## config.mk

```make
export PLATFORM = sky130hd
export DESIGN_NAME = integer_literal_parser
export DESIGN_NICKNAME = d
export VERILOG_FILES = /design/src/hdl/ilp_pkg.sv /design/src/hdl/ilp_front.sv /design/src/hdl/ilp_queue.sv /design/src/hdl/ilp_back.sv /design/src/hdl/integer_literal_parser.sv
export SDC_FILE = /design/constraint.sdc
export NUM_CORES = 1
export LEC_CHECK = 0
export BUFFER_PORTS_ARGS = -buffer_cell sky130_fd_sc_hd__clkbuf_2
export CAP_MARGIN = 5
export CORE_UTILIZATION = 30
export CTS_BUF_LIST = sky130_fd_sc_hd__clkbuf_16
export DETAILED_ROUTE_END_ITERATION = 8
export GPL_ROUTABILITY_DRIVEN = 0
export PLACE_DENSITY = 0.49
export SLEW_MARGIN = 20
export SYNTH_ARGS = -nofsm -noshare
export SYNTH_HDL_FRONTEND = slang
export SYNTH_SLANG_ARGS = --single-unit
```

## constraint.sdc

```tcl
create_clock -name clock -period 8.1 [get_ports clock]
set_clock_uncertainty 0.15 [all_clocks]
set_input_delay 1.62 -clock clock [delete_from_list [all_inputs] [get_ports clock]]
set_output_delay 1.62 -clock clock [all_outputs]
set_load 0.1 [all_outputs]
```

## src/hdl/ilp_pkg.sv

```systemverilog
package ilp_pkg;

   localparam int ILP_MAX_DIGITS_DEFAULT = 64;
   localparam int ILP_QUEUE_DEPTH        = 4;

   localparam int RADIX_W = 5;
   localparam int VALUE_W = 64;
   localparam int DVAL_W  = 6;

   // status codes
   localparam logic [2:0] ST_OK           = 3'd0;
   localparam logic [2:0] ST_MINUS_DENIED = 3'd1;
   localparam logic [2:0] ST_BAD_START    = 3'd2;
   localparam logic [2:0] ST_TOO_MANY     = 3'd3;
   localparam logic [2:0] ST_BAD_BOUNDARY = 3'd4;

   localparam logic [RADIX_W-1:0] RADIX_DEC = 5'd10;
   localparam logic [RADIX_W-1:0] RADIX_HEX = 5'd16;
   localparam logic [RADIX_W-1:0] RADIX_OCT = 5'd8;

   // classified character, front to back
   typedef struct packed {
      logic              eoi;
      logic [7:0]        sym;
      logic              is_space;
      logic              is_punct;
      logic              is_high;
      logic              is_minus;
      logic              is_comma;
      logic              is_underscore;
      logic              is_x;
      logic              is_dec;
      logic              is_oct;
      logic              is_zero;
      logic [DVAL_W-1:0] dval;
   } ilp_item_type;

   typedef struct packed {
      logic [RADIX_W-1:0] radix;      // already range checked
      logic               prefix_en;
      logic               pos_only;
      logic               comma_skip;
      logic               under_skip;
      logic               space_skip;
      logic               explicit_bnd;
   } ilp_cfg_type;

endpackage

```

## src/hdl/ilp_front.sv

```systemverilog
module ilp_front (
   input  logic                 clock,
   input  logic                 reset,
   input  logic                 req_tvalid,
   output logic                 req_tready,
   input  logic [7:0]           req_tdata,
   input  logic                 req_tuser,
   output logic                 push_valid,
   input  logic                 push_ready,
   output ilp_pkg::ilp_item_type push_data
);
   import ilp_pkg::*;

   localparam logic [7:0] CH_TAB   = 8'h09;
   localparam logic [7:0] CH_LF    = 8'h0a;
   localparam logic [7:0] CH_FF    = 8'h0c;
   localparam logic [7:0] CH_CR    = 8'h0d;
   localparam logic [7:0] CH_SPACE = 8'h20;
   localparam logic [7:0] CH_MINUS = 8'h2d;
   localparam logic [7:0] CH_COMMA = 8'h2c;
   localparam logic [7:0] CH_UNDER = 8'h5f;
   localparam logic [7:0] CH_DEL   = 8'h7f;

   logic [7:0]   sym;
   ilp_item_type item;

   assign sym = req_tdata;

   always_comb begin
      item               = '0;
      item.eoi           = req_tuser;
      item.sym           = sym;
      item.is_space      = (sym == CH_TAB) || (sym == CH_LF) || (sym == CH_FF) ||
                           (sym == CH_CR) || (sym == CH_SPACE);
      item.is_punct      = (sym >= 8'h21 && sym <= 8'h2f) || (sym >= 8'h3a && sym <= 8'h40) ||
                           (sym >= 8'h5b && sym <= 8'h60) || (sym >= 8'h7b && sym <= 8'h7e);
      item.is_high       = sym >= CH_DEL;
      item.is_minus      = sym == CH_MINUS;
      item.is_comma      = sym == CH_COMMA;
      item.is_underscore = sym == CH_UNDER;
      item.is_x          = (sym == "x") || (sym == "X");
      item.is_dec        = (sym >= "0") && (sym <= "9");
      item.is_oct        = (sym >= "0") && (sym <= "7");
      item.is_zero       = sym == "0";
      if (item.is_dec) begin
         item.dval = DVAL_W'(sym - "0");
      end else if (sym >= "a" && sym <= "z") begin
         item.dval = DVAL_W'(sym - "a" + 8'd10);
      end else if (sym >= "A" && sym <= "Z") begin
         item.dval = DVAL_W'(sym - "A" + 8'd10);
      end else begin
         item.dval = DVAL_W'(36);
      end
   end

   // hold-off flag keeps tready low for the cycle reset is released
   logic live_ff;

   always_ff @(posedge clock) begin
      if (reset) begin
         live_ff <= 1'b0;
      end else begin
         live_ff <= 1'b1;
      end
   end

   assign req_tready = push_ready && live_ff;
   assign push_valid = req_tvalid && live_ff;
   assign push_data  = item;

endmodule

```

## src/hdl/ilp_queue.sv

```systemverilog
module ilp_queue (
   input  logic                 clock,
   input  logic                 reset,
   input  logic                 push_valid,
   output logic                 push_ready,
   input  ilp_pkg::ilp_item_type push_data,
   output logic                 pop_valid,
   input  logic                 pop_ready,
   output ilp_pkg::ilp_item_type pop_data
);
   import ilp_pkg::*;

   localparam int PTR_W = $clog2(ILP_QUEUE_DEPTH);
   localparam int CNT_W = $clog2(ILP_QUEUE_DEPTH + 1);

   ilp_item_type slot_ff [ILP_QUEUE_DEPTH];
   logic [PTR_W-1:0] wr_ptr_ff, wr_ptr_in;
   logic [PTR_W-1:0] rd_ptr_ff, rd_ptr_in;
   logic [CNT_W-1:0] count_ff, count_in;
   logic             do_push, do_pop;

   assign push_ready = count_ff != CNT_W'(ILP_QUEUE_DEPTH);
   assign pop_valid  = count_ff != '0;
   assign pop_data   = slot_ff[rd_ptr_ff];
   assign do_push    = push_valid && push_ready;
   assign do_pop     = pop_valid && pop_ready;

   always_comb begin
      wr_ptr_in = wr_ptr_ff;
      rd_ptr_in = rd_ptr_ff;
      count_in  = count_ff;
      if (do_push) begin
         wr_ptr_in = (wr_ptr_ff == PTR_W'(ILP_QUEUE_DEPTH - 1)) ? '0 : wr_ptr_ff + 1'b1;
      end
      if (do_pop) begin
         rd_ptr_in = (rd_ptr_ff == PTR_W'(ILP_QUEUE_DEPTH - 1)) ? '0 : rd_ptr_ff + 1'b1;
      end
      if (do_push && !do_pop) begin
         count_in = count_ff + 1'b1;
      end else if (do_pop && !do_push) begin
         count_in = count_ff - 1'b1;
      end
   end

   always_ff @(posedge clock) begin
      if (reset) begin
         wr_ptr_ff <= '0;
         rd_ptr_ff <= '0;
         count_ff  <= '0;
      end else begin
         wr_ptr_ff <= wr_ptr_in;
         rd_ptr_ff <= rd_ptr_in;
         count_ff  <= count_in;
      end
   end

   always_ff @(posedge clock) begin
      if (do_push) begin
         slot_ff[wr_ptr_ff] <= push_data;
      end
   end

endmodule

```

## src/hdl/ilp_back.sv

```systemverilog
module ilp_back #(
   parameter int MAX_DIGITS = ilp_pkg::ILP_MAX_DIGITS_DEFAULT
) (
   input  logic                 clock,
   input  logic                 reset,
   input  ilp_pkg::ilp_cfg_type  cfg,
   input  logic                 item_valid,
   output logic                 item_ready,
   input  ilp_pkg::ilp_item_type item,
   output logic                 out_valid,
   input  logic                 out_ready,
   output logic [63:0]          out_value,
   output logic [2:0]           out_status,
   output logic [7:0]           out_stop,
   output logic                 out_end
);
   import ilp_pkg::*;

   localparam int CNT_W = $clog2(MAX_DIGITS + 1);

   typedef enum logic [1:0] {
      PH_IDLE,
      PH_MINUS,
      PH_ZERO,
      PH_DIGITS
   } phase_type;

   phase_type          phase_ff, phase_in;
   logic [VALUE_W-1:0] acc_ff, acc_in;
   logic [RADIX_W-1:0] radix_ff, radix_in;
   logic               neg_ff, neg_in;
   logic [CNT_W-1:0]   cnt_ff, cnt_in;

   logic               out_valid_ff;
   logic [VALUE_W-1:0] out_value_ff;
   logic [2:0]         out_status_ff;
   logic [7:0]         out_stop_ff;
   logic               out_end_ff;

   logic               emit;
   logic [VALUE_W-1:0] e_value;
   logic [2:0]         e_status;
   logic [7:0]         e_stop;
   logic               e_end;

   logic               do_take;
   logic               do_start;
   logic [CNT_W-1:0]   take_cnt;
   logic [RADIX_W-1:0] take_radix;
   logic [VALUE_W-1:0] take_acc;
   logic               take_neg;
   logic [VALUE_W-1:0] signed_acc;
   logic [VALUE_W-1:0] prod;
   logic [CNT_W-1:0]   cnt_inc;
   logic               pop;

   assign item_ready = !out_valid_ff || out_ready;
   assign pop        = item_valid && item_ready;

   assign signed_acc = take_neg ? (VALUE_W'(0) - take_acc) : take_acc;
   // one radix step: 64x5 multiply and add
   assign prod       = take_acc * VALUE_W'(take_radix) + VALUE_W'(item.dval);
   assign cnt_inc    = take_cnt + 1'b1;

   always_comb begin
      phase_in   = phase_ff;
      acc_in     = acc_ff;
      radix_in   = radix_ff;
      neg_in     = neg_ff;
      cnt_in     = cnt_ff;
      emit       = 1'b0;
      e_value    = '0;
      e_status   = ST_OK;
      e_stop     = '0;
      e_end      = 1'b0;
      do_take    = 1'b0;
      do_start   = 1'b0;
      take_cnt   = cnt_ff;
      take_radix = radix_ff;
      take_acc   = acc_ff;
      take_neg   = neg_ff;

      case (phase_ff)
         PH_MINUS: begin
            if (item.eoi) begin
               emit     = 1'b1;
               e_status = ST_BAD_START;
               e_end    = 1'b1;
            end else begin
               do_start = 1'b1;
            end
         end
         PH_ZERO: begin
            if (item.eoi) begin
               emit  = 1'b1;
               e_end = 1'b1;
            end else begin
               phase_in = PH_DIGITS;
               if (item.is_x) begin
                  radix_in = RADIX_HEX;
               end else if (item.is_oct) begin
                  radix_in   = RADIX_OCT;
                  take_radix = RADIX_OCT;
                  do_take    = 1'b1;
               end else begin
                  // the leading zero counts as a digit
                  take_cnt = CNT_W'(1);
                  do_take  = 1'b1;
               end
            end
         end
         PH_DIGITS: begin
            if (item.eoi) begin
               emit    = 1'b1;
               e_value = signed_acc;
               e_end   = 1'b1;
            end else begin
               do_take = 1'b1;
            end
         end
         default: begin
            // idle: start from a clean number, radix latched now
            acc_in     = '0;
            radix_in   = cfg.radix;
            neg_in     = 1'b0;
            cnt_in     = '0;
            take_acc   = '0;
            take_radix = cfg.radix;
            take_neg   = 1'b0;
            take_cnt   = '0;
            if (item.eoi) begin
               emit     = 1'b1;
               e_status = ST_BAD_START;
               e_end    = 1'b1;
            end else if (cfg.space_skip && item.is_space) begin
               phase_in = PH_IDLE;
            end else if (item.is_minus) begin
               if (cfg.pos_only) begin
                  emit     = 1'b1;
                  e_status = ST_MINUS_DENIED;
                  e_stop   = item.sym;
               end else begin
                  neg_in   = 1'b1;
                  phase_in = PH_MINUS;
               end
            end else begin
               do_start = 1'b1;
            end
         end
      endcase

      if (do_start) begin
         if (!item.is_dec) begin
            emit     = 1'b1;
            e_status = ST_BAD_START;
            e_stop   = item.sym;
         end else if (item.is_zero && cfg.prefix_en) begin
            phase_in = PH_ZERO;
         end else begin
            phase_in = PH_DIGITS;
            do_take  = 1'b1;
         end
      end

      if (do_take) begin
         cnt_in = take_cnt;
         if (item.is_space || item.is_high ||
             (!(item.is_comma && cfg.comma_skip) && !(item.is_underscore && cfg.under_skip) &&
              item.dval >= DVAL_W'(take_radix))) begin
            // number ends here
            emit   = 1'b1;
            e_stop = item.sym;
            if (cfg.explicit_bnd && !(item.is_space || item.is_punct)) begin
               e_status = ST_BAD_BOUNDARY;
            end else begin
               e_value = signed_acc;
            end
         end else if ((item.is_comma && cfg.comma_skip) ||
                      (item.is_underscore && cfg.under_skip)) begin
            cnt_in = take_cnt;
         end else if (cnt_inc >= CNT_W'(MAX_DIGITS)) begin
            emit     = 1'b1;
            e_status = ST_TOO_MANY;
            e_stop   = item.sym;
         end else begin
            acc_in = prod;
            cnt_in = cnt_inc;
         end
      end

      if (emit) begin
         phase_in = PH_IDLE;
         acc_in   = '0;
         radix_in = cfg.radix;
         neg_in   = 1'b0;
         cnt_in   = '0;
      end
   end

   always_ff @(posedge clock) begin
      if (reset) begin
         phase_ff     <= PH_IDLE;
         acc_ff       <= '0;
         radix_ff     <= RADIX_DEC;
         neg_ff       <= 1'b0;
         cnt_ff       <= '0;
         out_valid_ff <= 1'b0;
      end else begin
         if (pop && emit) begin
            out_valid_ff <= 1'b1;
         end else if (out_ready) begin
            out_valid_ff <= 1'b0;
         end
         if (pop) begin
            phase_ff <= phase_in;
            acc_ff   <= acc_in;
            radix_ff <= radix_in;
            neg_ff   <= neg_in;
            cnt_ff   <= cnt_in;
         end
      end
      if (pop && emit) begin
         out_value_ff  <= e_value;
         out_status_ff <= e_status;
         out_stop_ff   <= e_stop;
         out_end_ff    <= e_end;
      end
   end

   assign out_valid  = out_valid_ff;
   assign out_value  = out_value_ff;
   assign out_status = out_status_ff;
   assign out_stop   = out_stop_ff;
   assign out_end    = out_end_ff;

endmodule

```

## src/hdl/integer_literal_parser.sv

```systemverilog
// Streaming integer literal lexer. One character (or an end-of-input mark) enters per
// req transaction and the block sustains one character per clock; each finished number
// yields one rsp transaction with the value, a status, the stop character and an
// end-of-input flag. A character is classified on entry, waits in a four-entry queue and
// is then taken by the parse unit, whose single 64x5 multiply-add per digit sets the
// pace. With the queue empty, the req transaction that ends the number is queued, then
// taken by the parse unit, which registers rsp_tvalid; while a result waits on rsp_tready
// the queue fills and req_tready drops. req_tready is low in the first clock out of reset.
// The csr registers are sampled while parsing, so change them only between numbers.
module integer_literal_parser #(
   parameter int MAX_DIGITS = ilp_pkg::ILP_MAX_DIGITS_DEFAULT
) (
   input  logic        clock,
   input  logic        reset,
   input  logic        req_tvalid,
   output logic        req_tready,
   input  logic [7:0]  req_tdata,   // [7:0] symbol
   input  logic        req_tuser,   // [0] end_of_input
   output logic        rsp_tvalid,
   input  logic        rsp_tready,
   output logic [79:0] rsp_tdata,   // [63:0] value, [66:64] status, [74:67] stop_symbol
   output logic        rsp_tuser,   // [0] stopped_at_end
   input  logic        csr_wen,
   input  logic [2:0]  csr_index,
   input  logic [4:0]  csr_wdata
);
   import ilp_pkg::*;

   localparam logic [2:0] CSR_DEFAULT_RADIX = 3'd0;
   localparam logic [2:0] CSR_PREFIX_EN     = 3'd1;
   localparam logic [2:0] CSR_POS_ONLY      = 3'd2;
   localparam logic [2:0] CSR_COMMA_SKIP    = 3'd3;
   localparam logic [2:0] CSR_UNDER_SKIP    = 3'd4;
   localparam logic [2:0] CSR_SPACE_SKIP    = 3'd5;
   localparam logic [2:0] CSR_EXPLICIT_BND  = 3'd6;

   logic [RADIX_W-1:0] radix_ff;
   logic               prefix_en_ff;
   logic               pos_only_ff;
   logic               comma_skip_ff;
   logic               under_skip_ff;
   logic               space_skip_ff;
   logic               explicit_bnd_ff;

   always_ff @(posedge clock) begin
      if (reset) begin
         radix_ff        <= RADIX_DEC;
         prefix_en_ff    <= 1'b1;
         pos_only_ff     <= 1'b0;
         comma_skip_ff   <= 1'b0;
         under_skip_ff   <= 1'b0;
         space_skip_ff   <= 1'b1;
         explicit_bnd_ff <= 1'b0;
      end else if (csr_wen) begin
         case (csr_index)
            CSR_DEFAULT_RADIX: radix_ff        <= csr_wdata;
            CSR_PREFIX_EN:     prefix_en_ff    <= csr_wdata[0];
            CSR_POS_ONLY:      pos_only_ff     <= csr_wdata[0];
            CSR_COMMA_SKIP:    comma_skip_ff   <= csr_wdata[0];
            CSR_UNDER_SKIP:    under_skip_ff   <= csr_wdata[0];
            CSR_SPACE_SKIP:    space_skip_ff   <= csr_wdata[0];
            CSR_EXPLICIT_BND:  explicit_bnd_ff <= csr_wdata[0];
            default: ;
         endcase
      end
   end

   ilp_cfg_type cfg;

   always_comb begin
      cfg              = '0;
      // out-of-range radix falls back to decimal
      cfg.radix        = (radix_ff < 5'd2 || radix_ff > 5'd16) ? RADIX_DEC : radix_ff;
      cfg.prefix_en    = prefix_en_ff;
      cfg.pos_only     = pos_only_ff;
      cfg.comma_skip   = comma_skip_ff;
      cfg.under_skip   = under_skip_ff;
      cfg.space_skip   = space_skip_ff;
      cfg.explicit_bnd = explicit_bnd_ff;
   end

   logic         push_valid, push_ready;
   ilp_item_type push_data;
   logic         pop_valid, pop_ready;
   ilp_item_type pop_data;
   logic [63:0]  value;
   logic [2:0]   status;
   logic [7:0]   stop_sym;
   logic         at_end;

   ilp_front u_front (
      .clock      (clock),
      .reset      (reset),
      .req_tvalid (req_tvalid),
      .req_tready (req_tready),
      .req_tdata  (req_tdata),
      .req_tuser  (req_tuser),
      .push_valid (push_valid),
      .push_ready (push_ready),
      .push_data  (push_data)
   );

   ilp_queue u_queue (
      .clock      (clock),
      .reset      (reset),
      .push_valid (push_valid),
      .push_ready (push_ready),
      .push_data  (push_data),
      .pop_valid  (pop_valid),
      .pop_ready  (pop_ready),
      .pop_data   (pop_data)
   );

   ilp_back #(
      .MAX_DIGITS (MAX_DIGITS)
   ) u_back (
      .clock      (clock),
      .reset      (reset),
      .cfg        (cfg),
      .item_valid (pop_valid),
      .item_ready (pop_ready),
      .item       (pop_data),
      .out_valid  (rsp_tvalid),
      .out_ready  (rsp_tready),
      .out_value  (value),
      .out_status (status),
      .out_stop   (stop_sym),
      .out_end    (at_end)
   );

   assign rsp_tdata = {5'd0, stop_sym, status, value};
   assign rsp_tuser = at_end;

endmodule

```

**After elaboration in Yosys (flattened, before gate mapping)**

Memory sizes are Yosys's and may differ from the RTL's. A register that Yosys moved wholly into a read port is not among the register bits.
Index checks and enable logic that the tools add are counted.

- Register bits: 175
- Memory bits (writable): 100
- Output and inout port bits: 83
- Logic and storage cells: 250
- Memories kept: 1

- Add/sub/neg operators: 12
- Multipliers: 1
- Order comparisons: 20
- Eq/ne operators: 27
- Multiplexer cells: 109
- Reduce and logical (&&, ||, !) cells: 59

Memories:

| name | words | bits a word | read ports | clocked after Yosys merged registers in | write ports | RTL line | RTL |
|---|---|---|---|---|---|---|---|
| u_queue.slot_ff | 4 | 25 | 1 | 1 | 1 | ilp_queue.sv:16 | `ilp_item_type slot_ff [ILP_QUEUE_DEPTH];` |

Operators by type and width:

| cell | number |
|---|---|
| 64-bit 2-to-1 mux | 12 |
| 8-bit 2-to-1 mux | 11 |
| 64-bit by 6-bit adder with 64-bit output | 1 |
| 64-bit by 5-bit multiplier with 64-bit output | 1 |
| 1-bit by 64-bit subtractor with 64-bit output (first input constant) | 1 |
| 7-bit 2-to-1 mux | 9 |
| 8-bit by 7-bit >= comparator with 1-bit output (second input constant) | 5 |
| 8-bit by 7-bit <= comparator with 1-bit output (second input constant) | 5 |
| 3-bit 2-to-1 mux | 12 |
| 1-bit 2-to-1 mux | 35 |
| 5-bit 2-to-1 mux | 7 |
| 8-bit by 4-bit == test with 1-bit output (second input constant) | 4 |
| 8-bit by 6-bit == test with 1-bit output (second input constant) | 4 |
| 2-bit 2-to-1 mux | 13 |
| 8-bit by 7-bit == test with 1-bit output (second input constant) | 3 |
| 8-bit by 6-bit >= comparator with 1-bit output (second input constant) | 3 |
| 8-bit by 6-bit <= comparator with 1-bit output (second input constant) | 3 |
| 1-bit logical AND | 22 |
| 5-bit case mux with 2 select lines | 2 |
| 6-bit 2-to-1 mux | 3 |
| 2-bit AND reduction | 9 |
| 1-bit logical OR | 14 |
| 7-bit case mux with 2 select lines | 1 |
| 6-bit by 4-bit adder with 6-bit output (second input constant) | 2 |
| 29 further kinds | 46 |

**Logic depth before layout (Yosys ltp)**

Gate-level depths: netlist (run 1).

- Depth after elaboration: 13
- Depth in mapped cells: 27

**Modules after synthesis**

From an unflattened synthesis (run 1), not the netlist that was laid out.

- Cell total of the unflattened synthesis: 2700
- Area total of the unflattened synthesis: 24745.0 um2

By module, submodules not included:

| module | times used | cells each | area an instance (um2) | seq. area each (um2) |
|---|---|---|---|---|
| ilp_back | 1 | 2344 | 19266.0 | 3883.7 |
| ilp_queue | 1 | 179 | 4082.7 | 3183.1 |
| ilp_front | 1 | 113 | 780.7 | 20.0 |
| integer_literal_parser | 1 | 64 | 615.6 | 220.2 |

**Worst setup path before layout (run 1)**

No wires, ideal clock.

- Path kind: register -> register
- Start point: register with a tool-made name
- End point: register u_back.acc_ff[48]
- Setup time: 0.101 ns
- Data arrival time: 6.664 ns
- Slack: 1.185 ns
- Stages on the path, launching flop included: 27
- Buffers on the path: 3
- Clock period less this slack: 6.915 ns
- Cells stage by stage: dfxtp_1 buf_6 mux4_2 clkbuf_1 or2_2 nor2_1 a21oi_1 nor2b_1 nor2_1 clkbuf_1 and2_1 fa_1 fa_1 inv_1 fa_1 inv_1 ha_1 a21oi_1 o21ai_0 o211ai_1 nor2b_1 o2111ai_1 a311oi_1 o31ai_1 a2111oi_0 xor2_1 o41ai_1

RTL lines:

| element | RTL line | RTL |
|---|---|---|
| end signal: assignment | ilp_back.sv:216 | `acc_ff <= acc_in;` |
| end: declaration | ilp_back.sv:29 | `logic [VALUE_W-1:0] acc_ff, acc_in;` |

==> results of run 1 <==
## power groups by stage
stage,Combinational (mW),Clock [mW],Sequential [mW]
after floorplan,0.941,0,3.40
after global placement,3.05,0,1.98
after detailed placement,3.06,0,1.98
after CTS,3.07,1.75,1.95
after global routing,3.22,1.80,1.97
final,3.07,1.71,1.95
## Yosys cell counts (16+ instances only)
cell      count  area [sq um]
a21o_1       31         232.7
a21oi_1     147         735.7
a22oi_1      21         157.7
a31oi_1      18         112.6
and2_1       63         394.1
and3_1      249          1558
clkbuf_1    151         566.8
dfxtp_1     101          2022
edfxtp_1    176          5285
fa_1        185          3704
ha_1        147          1839
inv_1       349          1310
mux2i_1      20         200.2
mux4_2       25         563.0
nand2_1     182         683.2
nand3_1      47         235.2
nand4_1      17         106.4
nor2_1      173         649.4
nor2b_1      19         118.9
nor3_1       33         165.2
o21ai_0     101         505.5
o21ai_1      30         150.1
o31ai_1      16         120.1
xnor2_1      40         350.3
xor2_1       76         665.6
## logic make-up after synthesis
| kind of cell | Yosys count |
|---|---|
| AND/OR/NAND/NOR | 869 |
| other | 1 |
| multiplexers | 48 |
| AO/OA/AOI/OAI | 476 |
| adder cells (fa/ha/maj) | 332 |
| flip-flops | 277 |
| XOR/XNOR | 116 |
| buffers and inverters | 536 |
## repair_timing
| action | in CTS | in global routing |
|---|---|---|
| setup endpoints to repair | 0 | 1 |
| gates resized for setup | 0 | 2 |
| endpoints found under the hold margin | 0 | 0 |
## per-stage QoR
stage          setup slack [ps]  power [mW]  utilization (%)  area, sq um  hold slack (ps)
3_5_place_dp              538.2       5.040            32.19        25600            336.4
4_1_cts                   520.5       6.766            33.77        26850            346.8
6_report                  449.3       6.721            33.80        26870            347.3
3_3_place_gp              659.3       5.024            32.19        25600            319.3
5_1_grt                   4.299       6.993            33.79        26870            358.6
2_1_floorplan              1185       4.344                -        24310            291.4
## cell type report
class                      count  area share, %
clock inverter                31          1.225
tap                         1050          4.889
inverter                     349          4.884
timing repair buffer         130          2.789
sequential                   277          27.22
multi-input combinational   1846          55.54
clock buffer                  37          3.445
antenna                        1       0.009312
## worst paths after layout
check / startpoint / end / slack (ps)
worst max-delay path: register / u_back.acc_ff[62]$_SDFFE_PP0P_ / 450
worst min-delay path: u_back.cnt_ff[6]$_SDFFE_PP0P_ / u_back.cnt_ff[6]$_SDFFE_PP0P_ / 350
worst max register to register: register / u_back.acc_ff[62]$_SDFFE_PP0P_ / 450
worst min register to register: u_back.cnt_ff[6]$_SDFFE_PP0P_ / u_back.cnt_ff[6]$_SDFFE_PP0P_ / 350
## flip-flops by register name (all words and copies together) (netlist names), 2 cells and up, named ones only
signal,flops
u_back.out_stop,8
u_back.out_value,64
u_queue.rd_ptr_ff,2
u_queue.count_ff,3
u_queue.wr_ptr_ff,2
u_back.out_status,3
u_back.radix_ff,5
u_back.acc_ff,64
u_back.cnt_ff,7
u_queue.slot_ff,100
radix_ff,5
u_back.phase_ff,2
## metal layers
metal | routed length [um] | up-vias | global-route usage (%)
li1 | - | 8987 | -
met1 | 33160 | 9603 | 24.38
met2 | 33970 | 549 | 29.19
met3 | 3934 | 110 | 2.528
met4 | 1942 | 0 | 5.053
met5 | 0 | - | 0
## worst max-delay path: cells and delay by family (launching register included)
kind / cells / cell delay (ps)
buffers and inverters: 3 / 550
adders and majority gates: 4 / 2000
and+or+nand+nor: 10 / 2560
muxes: 1 / 670
DFF: 1 / 350
AOI/OAI and AO/OA: 6 / 1290
==> flow_summary.yaml, run 1 <==
critical_path:
  cpMostUsedCell: "fa_1"
  critPathKind: "reg2reg"
  arrival_ps: 7990
  start_kind: "register"
  worst-r2r-cell-count: 24
  crit_fanout: 27
  cp.required_ps: 8440
  slowest_delay_ps: 670
  cp_cell_sequence: "mux4_2, or2_2, nor2_1, a21oi_4, nor2b_1, nor2_4, buf_4, and2_1, fa_1, fa_1, inv_1, fa_1, inv_1, ha_1, nand3_1, nor2_1, nand2_1, or4_1, o21ai_0, o21ai_0, a21oi_1, o21bai_1, and3_1, o31ai_1"
  critPathCaptureType: "register"
  critPathSlowestCell: "mux4_2"
route:
  drt_iter0_drc: 1553
  drt_wl_total_mm: 73.00
  route.detailed.drc: 0
  drtPass1Iterations: 5
  via_count: 19250
  final_antenna_net_count: 0
  wl_per_cell_um: 19.62
  vias_per_cell: 5.173
floorplanning:
  row_count: 103
  dieArea_sq_mm: 0.08212
  io_pins: 105
  start_util_pct: 30.55
  die_x_um: 286.6
  die_h_um: 286.6
  coreArea_sq_mm: 0.07952
timing:
  period_minus_slack_ps: 7651
  max_freq_mhz: 130.7
  tightest_slew_ps: 1085
  final_max_slew_viol_count: 0
  fin_crit_sh_pct: 94.45
  fin_tns_setup_ps: 0
  hold_viol: 0
  rsz0062_at_grt: "no"
  finalSetupViolCount: 0
  maxSlewHeadroom_pct: 27.32
power_and_ir_drop:
  power_switching_mw: 3.427
  ir_worst_vdd_uv: 240.7
  seq_power_share_pct: 28.9
  p_sw_share_pct: 50.99
  leakage_nw: 12.01
  p_clk_share_pct: 25.4
  combPwrFrac_pct: 45.6
  internal-power_mw: 3.294
  powerDensity_mw_per_mm2: 250.1
global_route:
  grt_pass1_wl_mm: 114.9
  antenna_found_initial: 2
  globalRouteOverflowTotal: 0
  grt_usage_pct: 17.83
  grt_pass1_vias: 19760
  grt_max_degree: 237
clocking:
  holdBufCountCts: 0
  cts_sinks: 277
  cts_buffer_depth: 3
  cts.htree.levels: 2
  cts_tree: "built"
  clk_latency_ps: 570
  postCtsSetupBuffers: 0
  cts_made_buffers: 37
  cts-root-buf: "clkbuf_16"
  path_clk_slew_ps: 60
synth:
  synth_cell_types: 86
  synth_ff_type: "edfxtp_1"
  synth_edf_count: 176
  synth.mux.area_fraction_pct: 3.281
  synth-simple-area-share_pct: 18.73
  synthAdderAreaFrac_pct: 22.82
  syn_area_sq_mm: 0.02429
  synthArstFlopShare_pct: 0
  synth_compound_area_share_pct: 12.23
  netlist_instances: 2655
  yosys_warnings: 0
  ys_seq_area_share_pct: 30.08
  syn_avg_cell_area_sq_um: 9.150
  synth-xor-area-share_pct: 4.182
  synth_top_family_by_area: "adder cells"
  ys_ff_latch: 277
cells_and_area:
  multiInputGateArea_sq_mm: 0.01493
  n_fill_cell: 8156
  ff_latch_area_sq_mm: 0.007315
  layout.nets: 2995
  instances_no_fill: 3721
  drive_above_1_share_pct: 9.888
  layout_common_cells: "351 x inv_1, 245 x and3_1, 185 x fa_1"
  layout.cells.most_common: "inv_1"
  area_growth_syn_to_layout_pct: 10.63
run_status:
  status: "finished clean"
min_path:
  min_path_cells: 1
  hp-class: "reg2reg"
placement:
  dp_cells: 3651
  io_buffers: 99
  dp_hpwl_mm: 52.56
job:
  maxCapViolCount: 0
Note: power is estimated with default switching activity, not from simulation.
==> run 2: changes to the inputs <==
Clock period 8.1 ns to 9.4 ns, I/O delays scaled along.
==> run 2 against run 1 <==
- first-iteration DRC count decreased by 16%
- worst hold slack worse by 43 ps
- largest power group unchanged
- setup slack better by 740 ps
- maximum frequency down 6.8%
- clock power down 19%
- clock-buffer cell count grew 1
- sequential power decreased by 15%
- register-to-register slack better by 740 ps
- via count down 0.43%
==> flow_summary.yaml, run 2 (synthesized netlist as in run 1, its figures left out) <==
run_status:
  status: "finished clean"
timing:
  rsz0062_at_grt: "no"
  tightest_slew_ps: 1062
  fin_crit_sh_pct: 87.33
  maxSlewHeadroom_pct: 28.80
  final_max_slew_viol_count: 0
  max_freq_mhz: 121.8
  finalSetupViolCount: 0
  period_minus_slack_ps: 8209
  fin_tns_setup_ps: 0
  hold_viol: 0
route:
  wl_per_cell_um: 19.44
  route.detailed.drc: 0
  drt_iter0_drc: 1310
  drtPass1Iterations: 5
  via_count: 19170
  final_antenna_net_count: 0
  vias_per_cell: 5.160
  drt_wl_total_mm: 72.20
clocking:
  cts-root-buf: "clkbuf_16"
  cts.htree.levels: 2
  path_clk_slew_ps: 70
  clk_latency_ps: 570
  cts_tree: "built"
  cts_buffer_depth: 3
  holdBufCountCts: 0
  postCtsSetupBuffers: 0
  cts_sinks: 277
  ctsResizeCount: 0
  cts_made_buffers: 37
floorplanning:
  die_h_um: 286.6
  io_pins: 105
  die_x_um: 286.6
  start_util_pct: 30.55
  dieArea_sq_mm: 0.08212
  coreArea_sq_mm: 0.07952
  row_count: 103
critical_path:
  r2r-end: "u_back.acc_ff[48]$_SDFFE_PP0P_"
  critPathCaptureType: "register"
  worst-r2r-cell-count: 23
  crit_fanout: 29
  arrival_ps: 8530
  critPathKind: "reg2reg"
  cp.required_ps: 9720
  start_kind: "register"
  r2r_setup_slack_ps: 1190
cells_and_area:
  n_fill_cell: 8192
  multiInputGateArea_sq_mm: 0.01493
  layout_common_cells: "356 x inv_1, 245 x and3_1, 185 x fa_1"
  regMostFlops: "u_queue.slot_ff"
  layout.cells.most_common: "inv_1"
  area_growth_syn_to_layout_pct: 10.08
  largest_reg_flops: 100
  layout.nets: 2987
  finish.instance_area_sq_mm: 0.02674
  ff_latch_area_sq_mm: 0.007312
  drive_above_1_share_pct: 9.282
global_route:
  grt_pass1_wl_mm: 113.7
  globalRouteOverflowTotal: 0
  grt_max_degree: 237
  grt_pass1_vias: 19450
  antenna_found_initial: 0
  grt_usage_pct: 17.62
placement:
  io_buffers: 99
  dp_hpwl_mm: 51.63
  dpl_cell_area_sq_mm: 0.02556
power_and_ir_drop:
  powerDensity_mw_per_mm2: 212.2
  finalPower_mw: 5.676
  leakage_nw: 11.96
  ir_worst_vdd_uv: 226.5
min_path:
  min_path_cells: 2
  hold_end: "u_back.radix_ff[2]$_SDFFE_PP0P_"
  hp-class: "reg2reg"
  min_from: "u_back.radix_ff[2]$_SDFFE_PP0P_"
job:
  maxCapViolCount: 0
-- run 2: changes by cell type in the layout (fill, tap and decap cells not counted), sizes merged --
cell	previous run	this run
clkinvlp	4	0
clkinv	14	16
bufinv	5	2
buf	30	23
inv	357	360
diode	1	3
-- run 2: how the worst max path moves through the flow --
stage	start	endpoint	slack, ps	cells past startpoint
2_1_floorplan	register	u_back.acc_ff[48]$_SDFFE_PP0P_	2480	26
3_3_place_gp	register	u_back.acc_ff[48]$_SDFFE_PP0P_	1350	23
3_5_place_dp	register	u_back.acc_ff[48]$_SDFFE_PP0P_	1250	23
4_1_cts	register	u_back.acc_ff[48]$_SDFFE_PP0P_	1220	23
5_1_grt	register	u_back.acc_ff[48]$_SDFFE_PP0P_	760	23
6_report	register	u_back.acc_ff[48]$_SDFFE_PP0P_	1190	23
-- run 2: layout make-up --
type                            count  share of cell area (%)
Clock buffer                       38                   3.556
Sequential cell                   277                   27.34
Multi-Input combinational cell   1846                   55.84
Inverter                          349                   4.908
Tap cell                         1050                   4.913
Timing Repair Buffer              122                   2.606
Antenna cell                        3                 0.02807
Clock inverter                     29                  0.8094
-- run 2: per-stage QoR --
step                      instances  hold slack, ps  setup slack [ps]  util, %
final                          3714           304.7              1191    33.63
after global routing           3711           313.7             763.5    33.62
after CTS                      3711           301.1              1220    33.61
after detailed placement       3644           295.4              1248    32.14
after global placement         3644           291.5              1350    32.14
after floorplan                2659           291.4              2485        -
-- run 2: routing by layer --
layer	global-route usage, %	vias up	routed length (um)
li1	-	9001	-
met1	24.07	9501	32890
met2	29.11	563	33570
met3	2.504	101	4018
met4	4.532	0	1712
met5	0	-	0
-- run 2: worst max-delay path, stage by stage, from the launching register on --
cell and delay (ps):
dfxtp_2 500, mux4_2 710, or2_2 350, nor2_1 230, a21oi_4 110, nor2b_1 190
nor2_4 650, and2_1 250, fa_1 450, fa_1 560, inv_1 60, fa_1 540
inv_1 50, ha_1 360, a21oi_1 200, o21ai_0 140, o211ai_1 420, nor2b_1 260
o2111ai_1 160, a311oi_1 540, o31ai_1 230, a2111oi_0 510, xor2_1 210, o41ai_1 260
-- run 2: power breakdown --
part	switching, mW	internal, mW	total [mW]
Sequential	0.0924	1.57	1.66
Combinational	2.24	0.394	2.63
Clock	0.586	0.793	1.38
